## src/rtl/core/h2r_pkg.sv

```systemverilog
`default_nettype none

package h2r_pkg;

    localparam logic [9:0]  TURN_DEG    = 10'd360;
    localparam logic [9:0]  TURN_DEG2   = 10'd720;
    localparam logic [5:0]  SECTOR_DEG  = 6'd60;
    localparam logic [7:0]  FULL_SCALE  = 8'd255;
    localparam logic [13:0] FRAC_SCALE  = 14'd15300;

    // Reciprocal of the fraction scale; the estimate it gives is at most one low.
    localparam int unsigned RECIP_SHIFT = 32;
    localparam logic [18:0] RECIP       = 19'((64'd1 << RECIP_SHIFT) / 64'(FRAC_SCALE));

    // Cycles from an accepted word to its result strobe.
    localparam int unsigned PIPE_LATENCY = 7;

    typedef enum logic [2:0] {
        SEC_RED_YEL,
        SEC_YEL_GRN,
        SEC_GRN_CYN,
        SEC_CYN_BLU,
        SEC_BLU_MAG,
        SEC_MAG_RED
    } sector_t;

    typedef struct packed {
        logic       valid;
        sector_t    sector;
        logic [5:0] h60;
        logic [7:0] sat;
        logic [7:0] val;
    } sector_word_t;

    typedef struct packed {
        logic       valid;
        sector_t    sector;
        logic [7:0] v;
        logic [7:0] p;
        logic [7:0] q;
        logic [7:0] t;
    } chan_word_t;

    // Exact floor(x / 255) for any x below 65280, where the quotient fits in eight bits.
    function automatic logic [7:0] div255(input logic [15:0] x);
        logic [16:0] acc;
        acc = {1'b0, x} + {9'd0, x[15:8]} + 17'd1;
        return acc[15:8];
    endfunction

endpackage

`default_nettype wire

```

## src/rtl/core/h2r_sector.sv

```systemverilog
`default_nettype none

module h2r_sector (
    input  wire logic                  clk,
    input  wire logic                  rst_n,
    input  wire logic                  in_valid,
    input  wire logic [9:0]            hue,
    input  wire logic [7:0]            saturation,
    input  wire logic [7:0]            brightness,
    output h2r_pkg::sector_word_t      word_out
);
    import h2r_pkg::*;

    logic       valid1_reg;
    logic [8:0] h_reg, h_next;
    logic [7:0] s1_reg, v1_reg;

    logic       valid2_reg;
    sector_t    sector_reg, sector_next;
    logic [5:0] h60_reg, h60_next;
    logic [7:0] s2_reg, v2_reg;

    logic [8:0] base;

    // Hue never exceeds 1023, so at most two turns are removed.
    always_comb
    begin
        if (hue >= TURN_DEG2)
            h_next = 9'(hue - TURN_DEG2);
        else if (hue >= TURN_DEG)
            h_next = 9'(hue - TURN_DEG);
        else
            h_next = hue[8:0];
    end

    always_comb
    begin
        if (h_reg >= 9'd300)
        begin
            sector_next = SEC_MAG_RED;
            base        = 9'd300;
        end
        else if (h_reg >= 9'd240)
        begin
            sector_next = SEC_BLU_MAG;
            base        = 9'd240;
        end
        else if (h_reg >= 9'd180)
        begin
            sector_next = SEC_CYN_BLU;
            base        = 9'd180;
        end
        else if (h_reg >= 9'd120)
        begin
            sector_next = SEC_GRN_CYN;
            base        = 9'd120;
        end
        else if (h_reg >= 9'(SECTOR_DEG))
        begin
            sector_next = SEC_YEL_GRN;
            base        = 9'(SECTOR_DEG);
        end
        else
        begin
            sector_next = SEC_RED_YEL;
            base        = 9'd0;
        end
        h60_next = 6'(h_reg - base);
    end

    always_ff @(posedge clk or negedge rst_n)
    begin
        if (!rst_n)
        begin
            valid1_reg <= 1'b0;
            valid2_reg <= 1'b0;
        end
        else
        begin
            valid1_reg <= in_valid;
            valid2_reg <= valid1_reg;
        end
    end

    always_ff @(posedge clk)
    begin
        h_reg      <= h_next;
        s1_reg     <= saturation;
        v1_reg     <= brightness;
        sector_reg <= sector_next;
        h60_reg    <= h60_next;
        s2_reg     <= s1_reg;
        v2_reg     <= v1_reg;
    end

    assign word_out.valid  = valid2_reg;
    assign word_out.sector = sector_reg;
    assign word_out.h60    = h60_reg;
    assign word_out.sat    = s2_reg;
    assign word_out.val    = v2_reg;

endmodule

`default_nettype wire

```

## src/rtl/core/h2r_scale.sv

```systemverilog
`default_nettype none

module h2r_scale (
    input  wire logic                  clk,
    input  wire logic                  rst_n,
    input  wire h2r_pkg::sector_word_t word_in,
    output h2r_pkg::chan_word_t        word_out
);
    import h2r_pkg::*;

    localparam int unsigned NUM_W  = 22;
    localparam int unsigned PROD_W = NUM_W + 19;

    // Stage A: products of saturation with the sector position, and of value with 255 minus saturation.
    logic        va_reg;
    sector_t     seca_reg;
    logic [7:0]  va_v_reg;
    logic [13:0] sh_reg, sh_next;
    logic [13:0] sl_reg, sl_next;
    logic [15:0] pnum_reg, pnum_next;

    // Stage B: numerators of q and t, p finished.
    logic            vb_reg;
    sector_t         secb_reg;
    logic [7:0]      vb_v_reg;
    logic [7:0]      pb_reg;
    logic [NUM_W-1:0] qn_reg, qn_next;
    logic [NUM_W-1:0] tn_reg, tn_next;

    // Stage C: reciprocal estimates.
    logic            vc_reg;
    sector_t         secc_reg;
    logic [7:0]      vc_v_reg;
    logic [7:0]      pc_reg;
    logic [NUM_W-1:0] qnc_reg, tnc_reg;
    logic [7:0]      qe_reg, qe_next;
    logic [7:0]      te_reg, te_next;
    logic [PROD_W-1:0] qprod, tprod;

    // Stage D: corrected quotients.
    logic            vd_reg;
    sector_t         secd_reg;
    logic [7:0]      vd_v_reg;
    logic [7:0]      pd_reg;
    logic [7:0]      q_reg, q_next;
    logic [7:0]      t_reg, t_next;
    logic [NUM_W-1:0] qrem, trem;

    always_comb
    begin
        sh_next   = 14'(word_in.sat * word_in.h60);
        sl_next   = 14'(word_in.sat * (SECTOR_DEG - word_in.h60));
        pnum_next = 16'(word_in.val * (FULL_SCALE - word_in.sat));
    end

    always_comb
    begin
        qn_next = NUM_W'(va_v_reg * (FRAC_SCALE - sh_reg));
        tn_next = NUM_W'(va_v_reg * (FRAC_SCALE - sl_reg));
    end

    always_comb
    begin
        qprod   = PROD_W'(qn_reg) * PROD_W'(RECIP);
        tprod   = PROD_W'(tn_reg) * PROD_W'(RECIP);
        qe_next = qprod[RECIP_SHIFT +: 8];
        te_next = tprod[RECIP_SHIFT +: 8];
    end

    always_comb
    begin
        qrem   = qnc_reg - NUM_W'(qe_reg * FRAC_SCALE);
        trem   = tnc_reg - NUM_W'(te_reg * FRAC_SCALE);
        q_next = (qrem >= NUM_W'(FRAC_SCALE)) ? 8'(qe_reg + 8'd1) : qe_reg;
        t_next = (trem >= NUM_W'(FRAC_SCALE)) ? 8'(te_reg + 8'd1) : te_reg;
    end

    always_ff @(posedge clk or negedge rst_n)
    begin
        if (!rst_n)
        begin
            va_reg <= 1'b0;
            vb_reg <= 1'b0;
            vc_reg <= 1'b0;
            vd_reg <= 1'b0;
        end
        else
        begin
            va_reg <= word_in.valid;
            vb_reg <= va_reg;
            vc_reg <= vb_reg;
            vd_reg <= vc_reg;
        end
    end

    always_ff @(posedge clk)
    begin
        seca_reg <= word_in.sector;
        va_v_reg <= word_in.val;
        sh_reg   <= sh_next;
        sl_reg   <= sl_next;
        pnum_reg <= pnum_next;

        secb_reg <= seca_reg;
        vb_v_reg <= va_v_reg;
        pb_reg   <= div255(pnum_reg);
        qn_reg   <= qn_next;
        tn_reg   <= tn_next;

        secc_reg <= secb_reg;
        vc_v_reg <= vb_v_reg;
        pc_reg   <= pb_reg;
        qnc_reg  <= qn_reg;
        tnc_reg  <= tn_reg;
        qe_reg   <= qe_next;
        te_reg   <= te_next;

        secd_reg <= secc_reg;
        vd_v_reg <= vc_v_reg;
        pd_reg   <= pc_reg;
        q_reg    <= q_next;
        t_reg    <= t_next;
    end

    assign word_out.valid  = vd_reg;
    assign word_out.sector = secd_reg;
    assign word_out.v      = vd_v_reg;
    assign word_out.p      = pd_reg;
    assign word_out.q      = q_reg;
    assign word_out.t      = t_reg;

endmodule

`default_nettype wire

```

## src/rtl/core/h2r_pack.sv

```systemverilog
`default_nettype none

module h2r_pack (
    input  wire logic                  clk,
    input  wire logic                  rst_n,
    input  wire h2r_pkg::chan_word_t   word_in,
    output logic                       done,
    output logic [15:0]                pixel
);
    import h2r_pkg::*;

    logic        done_reg;
    logic [15:0] pixel_reg, pixel_next;
    logic [7:0]  r, g, b;

    always_comb
    begin
        unique case (word_in.sector)
            SEC_RED_YEL: begin r = word_in.v; g = word_in.t; b = word_in.p; end
            SEC_YEL_GRN: begin r = word_in.q; g = word_in.v; b = word_in.p; end
            SEC_GRN_CYN: begin r = word_in.p; g = word_in.v; b = word_in.t; end
            SEC_CYN_BLU: begin r = word_in.p; g = word_in.q; b = word_in.v; end
            SEC_BLU_MAG: begin r = word_in.t; g = word_in.p; b = word_in.v; end
            SEC_MAG_RED: begin r = word_in.v; g = word_in.p; b = word_in.q; end
            default:     begin r = word_in.v; g = word_in.p; b = word_in.q; end
        endcase
        pixel_next = {r[7:3], g[7:2], b[7:3]};
    end

    always_ff @(posedge clk or negedge rst_n)
    begin
        if (!rst_n)
            done_reg <= 1'b0;
        else
            done_reg <= word_in.valid;
    end

    always_ff @(posedge clk)
    begin
        pixel_reg <= pixel_next;
    end

    assign done  = done_reg;
    assign pixel = pixel_reg;

endmodule

`default_nettype wire

```

## src/rtl/core/hsv_to_rgb565_top.sv

```systemverilog
`default_nettype none

// HSV to RGB565 pixel converter. A word is taken on every clock edge at which
// start is high; busy is always low, so a new pixel may be offered each cycle
// and the sustained rate is one pixel per clock. Each pixel comes out on
// pixel with done high for a single cycle. The receiver cannot stall and
// must take every result when done is high. The pipeline has seven register
// stages: hue reduction, sector select, the saturation products, the value
// products with p finished, the reciprocal estimates for division by 15300,
// their one-step correction, and the channel routing and packing register.
module hsv_to_rgb565_top (
    input  wire logic        clk,
    input  wire logic        rst_n,
    input  wire logic        start,
    output logic             busy,
    input  wire logic [9:0]  hue,
    input  wire logic [7:0]  saturation,
    input  wire logic [7:0]  brightness,
    output logic             done,
    output logic [15:0]      pixel
);
    import h2r_pkg::*;

    sector_word_t sec_word;
    chan_word_t   chan_word;

    assign busy = 1'b0;

    h2r_sector u_sector (
        .clk        (clk),
        .rst_n      (rst_n),
        .in_valid   (start && !busy),
        .hue        (hue),
        .saturation (saturation),
        .brightness (brightness),
        .word_out   (sec_word)
    );

    h2r_scale u_scale (
        .clk      (clk),
        .rst_n    (rst_n),
        .word_in  (sec_word),
        .word_out (chan_word)
    );

    h2r_pack u_pack (
        .clk     (clk),
        .rst_n   (rst_n),
        .word_in (chan_word),
        .done    (done),
        .pixel   (pixel)
    );

endmodule

`default_nettype wire

```

## config.mk

```make
export PLATFORM = sky130hd
export DESIGN_NAME = hsv_to_rgb565_top
export DESIGN_NICKNAME = d
export VERILOG_FILES = /design/src/rtl/core/h2r_pkg.sv /design/src/rtl/core/h2r_sector.sv /design/src/rtl/core/h2r_scale.sv /design/src/rtl/core/h2r_pack.sv /design/src/rtl/core/hsv_to_rgb565_top.sv
export SDC_FILE = /design/constraint.sdc
export NUM_CORES = 2
export LEC_CHECK = 0
export ABC_CLOCK_PERIOD_IN_PS = 5900
export BUFFER_PORTS_ARGS = -buffer_cell sky130_fd_sc_hd__buf_2
export CAP_MARGIN = 15
export CORE_MARGIN = 10
export CORE_UTILIZATION = 45
export CTS_CLUSTER_SIZE = 40
export DETAILED_ROUTE_END_ITERATION = 16
export MAX_ROUTING_LAYER = met4
export PLACE_DENSITY = 0.68
export SETUP_SLACK_MARGIN = 0.4
export SLEW_MARGIN = 20
export SYNTH_ARGS = -nofsm -noshare
export SYNTH_HDL_FRONTEND = slang
export SYNTH_SLANG_ARGS = --single-unit
export TNS_END_PERCENT = 10
```

## constraint.sdc

```tcl
create_clock -name clk -period 5.9 [get_ports clk]
set_input_delay 0 -clock clk [delete_from_list [all_inputs] [get_ports clk]]
set_output_delay 0 -clock clk [all_outputs]
set_load 0.005 [all_outputs]
```

==> metrics.yaml <==
floorplan:
  die-area_um2: 87500
  rows: 101
  io_pins: 47
  fp.dieH_um: 296
  initial_utilization_pct: 45.2
  core_region_area_um2: 75700
  dieWidth_um: 296
yosys:
  ys_seq_elements: 283
  yosys-top-cells-count: "inv_1 (750), ha_1 (571), fa_1 (467), nand2_1 (290), dfxtp_1 (276)"
  ys_types: 84
  syn_nets: 4675
  syn_area_um2: 34200
  synth_seq_area_share_pct: 16.7
  synth_ff_type: "dfxtp_1"
  synthTopCellsByArea: "fa_1 (27%), ha_1 (21%), dfxtp_1 (16%), inv_1 (8.2%), xnor2_1 (3.3%)"
  yosysTopAreaCell: "fa_1"
  synth.avg_cell_area_um2: 9.48
  syn_inst: 3608
  synth_top_cell_area_share_pct: 27.3
  yosysMostFrequentCell: "inv_1"
  ys_warn_count: 0
  synth-async-reset-ratio_pct: 2.47
  synth_edf_count: 0
setup_path:
  cp.required_ps: 6340
  startpoint: "u_scale.te_reg[2]"
  path_common_cell: "fa_1"
  path_cells: "fa_2 -> buf_4 -> inv_2 -> fa_1 -> inv_1 -> fa_1 -> fa_1 -> ha_4 -> buf_6 -> nand3_4 -> o31ai_4 -> nor2_2 -> xor2_1 -> ha_2 -> nor3_2 -> nand2_1 -> a211o_1 -> a31oi_4 -> o31a_1 -> nor3_2 -> xnor2_1 -> buf_4 -> o2111ai_2 -> xnor2_1"
  cp_max_fo: 6
  reg2reg_from: "u_scale.te_reg[2]"
  end_kind: "flip-flop"
  critPathLaunchType: "flip-flop"
  cp.arrival_ps: 6050
  cp_slowest_cell: "fa_2"
  rr_worst_depth: 24
  r2r_end: "u_scale.t_reg[6]"
  cpPeakStageDelay_ps: 580
  endpoint: "u_scale.t_reg[6]"
  reg2reg_slack_ps: 280
  crit_type: "flip-flop to flip-flop"
global_route:
  antenna_found_initial: 6
  grt_overflow: 0
  grt_pass1_wl_um: 123000
  grt_pass1_vias: 25625
  grt_max_degree: 28
  globalRouteTotalUtil_pct: 17.4
cts:
  clk_path_buf_depth: 3
  h-tree-depth: 2
  numCtsBuffers: 38
  cts.clk_slew.worst_paths_ps: 60
  clock_sink_count: 283
  root_buffer: "clkbuf_16"
  cts_tree: "built"
  clk_latency_ps: 560
cells_and_area:
  seq_area_um2: 5720
  fillCellCount: 6850
  final_net_count: 4847
  multi_input_area_um2: 26000
  syn2layout_area_growth_pct: 12.7
  drive_gt1_share_pct: 9.45
  largest_reg_flops: 22
timing:
  worst_clock_skew_ps: 30.4
  finalCritPeriodShare_pct: 95.2
  final.setup.tns_ps: 0
  relSlewSlack_pct: 26.4
  fin_crit_ps: 5620
  setup_ws_ps: 285
  hold_viol_final: 0
  drv_slew: 0
  final-setup-viol-count: 0
  fmax_mhz: 178
  rsz0062_at_grt: "yes"
  worst_pin_slew_ps: 1100
detailed_routing:
  wire_per_inst_um: 15.0
  vias: 24212
  detail-route-antenna-nets: 0
  viasPerCell: 5.06
  wl_um: 71600
  dr.pass1.iters: 5
  drc: 0
  drt_iter0_markers: 1005
outcome:
  status: "finished clean"
place:
  pre_cts_ws_ps: 1.60
  post-dp-hpwl_um: 58900
  port_buffers: 45
  place.gp.congestion: 0.866
worst_hold_path:
  hold_path_class: "primary input to flip-flop"
flow_run:
  maxCapViolCount: 0
metal layers:
metal  wire length (µm)  vias up  global-route usage (%)
li1                   -    11865                       -
met1              32100    11841                    21.8
met2              34700      393                    29.3
met3               2890      113                    2.43
met4               1890        0                    4.77
met5                  0        -                       -
worst max-delay path: cells and delay by family, from the launching register on:
family / cells / cell delay, ps
AND/OR/NAND/NOR: 5 / 510
XOR/XNOR: 3 / 470
adder cells (fa/ha/maj): 6 / 2570
buffers and inverters: 5 / 490
flip-flops: 1 / 360
AO/OA/AOI/OAI: 5 / 1080
stage by stage:
stage / hold slack (ps) / cells / cell area, µm² / utilization [%]
2_1_floorplan: -296 / 3608 / 34300 / -
3_3_place_gp: -164 / 4667 / 36200 / 47.8
3_5_place_dp: -160 / 4667 / 36200 / 47.8
4_1_cts: 39.4 / 4777 / 38200 / 50.5
5_1_grt: 59.6 / 4786 / 38600 / 51.0
6_report: 68.2 / 4787 / 38600 / 51.0
area by class of cell:
type,count,share of cell area [%]
Sequential cell,283,14.8
Antenna cell,1,0.00649
Tap cell,978,3.17
Multi-Input combinational cell,2506,67.5
Clock buffer,49,2.79
Inverter,751,7.31
Clock inverter,19,0.574
Timing Repair Buffer,200,3.86
layout by cell type, fill, tap and decap left out, types with 10 or more instances in the layout:
master and count:
a211oi_1 14, a21o_1 29, a21oi_1 94, a21oi_2 14, a31oi_1 19, and2_1 158
and3_1 10, buf_2 45, buf_4 117, clkbuf_16 40, dfxtp_1 266, dlygate4sd3_1 35
fa_1 462, ha_1 544, ha_2 11, ha_4 16, inv_1 739, inv_2 11
mux2i_1 28, nand2_1 290, nand2b_1 45, nand3_1 44, nand4_1 13, nor2_1 100
nor2b_1 60, nor3_1 31, o211ai_1 14, o21a_1 22, o21ai_0 75, o21ai_1 13
o21bai_1 18, o31ai_1 10, or3_1 11, xnor2_1 126, xor2_1 64
worst min-delay path by stage:
stage | cells after the start | from | endpoint | slack, ps
detailed placement | 1 | rst_n | u_pack.done | -160
floorplan | 0 | rst_n | u_pack.done | -300
CTS | 2 | saturation[6] | u_sector.s1_reg[6] | 40
finish | 2 | saturation[3] | u_sector.s1_reg[3] | 70
global placement | 1 | rst_n | u_pack.done | -160
global route | 2 | saturation[6] | u_sector.s1_reg[6] | 60
cells by family (layout without fill, tap and decap cells):
family                   Yosys count  after routing  share of synthesized area [%]
AO/OA/AOI/OAI                    433            433                           8.42
XOR/XNOR                         194            194                           4.99
adder cells (fa/ha/maj)         1038           1038                           48.2
buffers and inverters            819           1019                           9.00
flip-flops                       283            283                           16.7
multiplexers                      30             30                          0.885
other                              1              2                         0.0110
AND/OR/NAND/NOR                  810            810                           11.8
timing repair:
item	CTS	global route
hold endpoints to repair	33	0
pin swaps	66	72
hold buffers	35	0
setup buffers	7	9
resized for setup	81	56
gates cloned	0	0
setup endpoints to repair	14	32
Power is left out: the tool's default activity adds up to more than one toggle a clock period on the data nets, which glitch-free logic cannot reach.
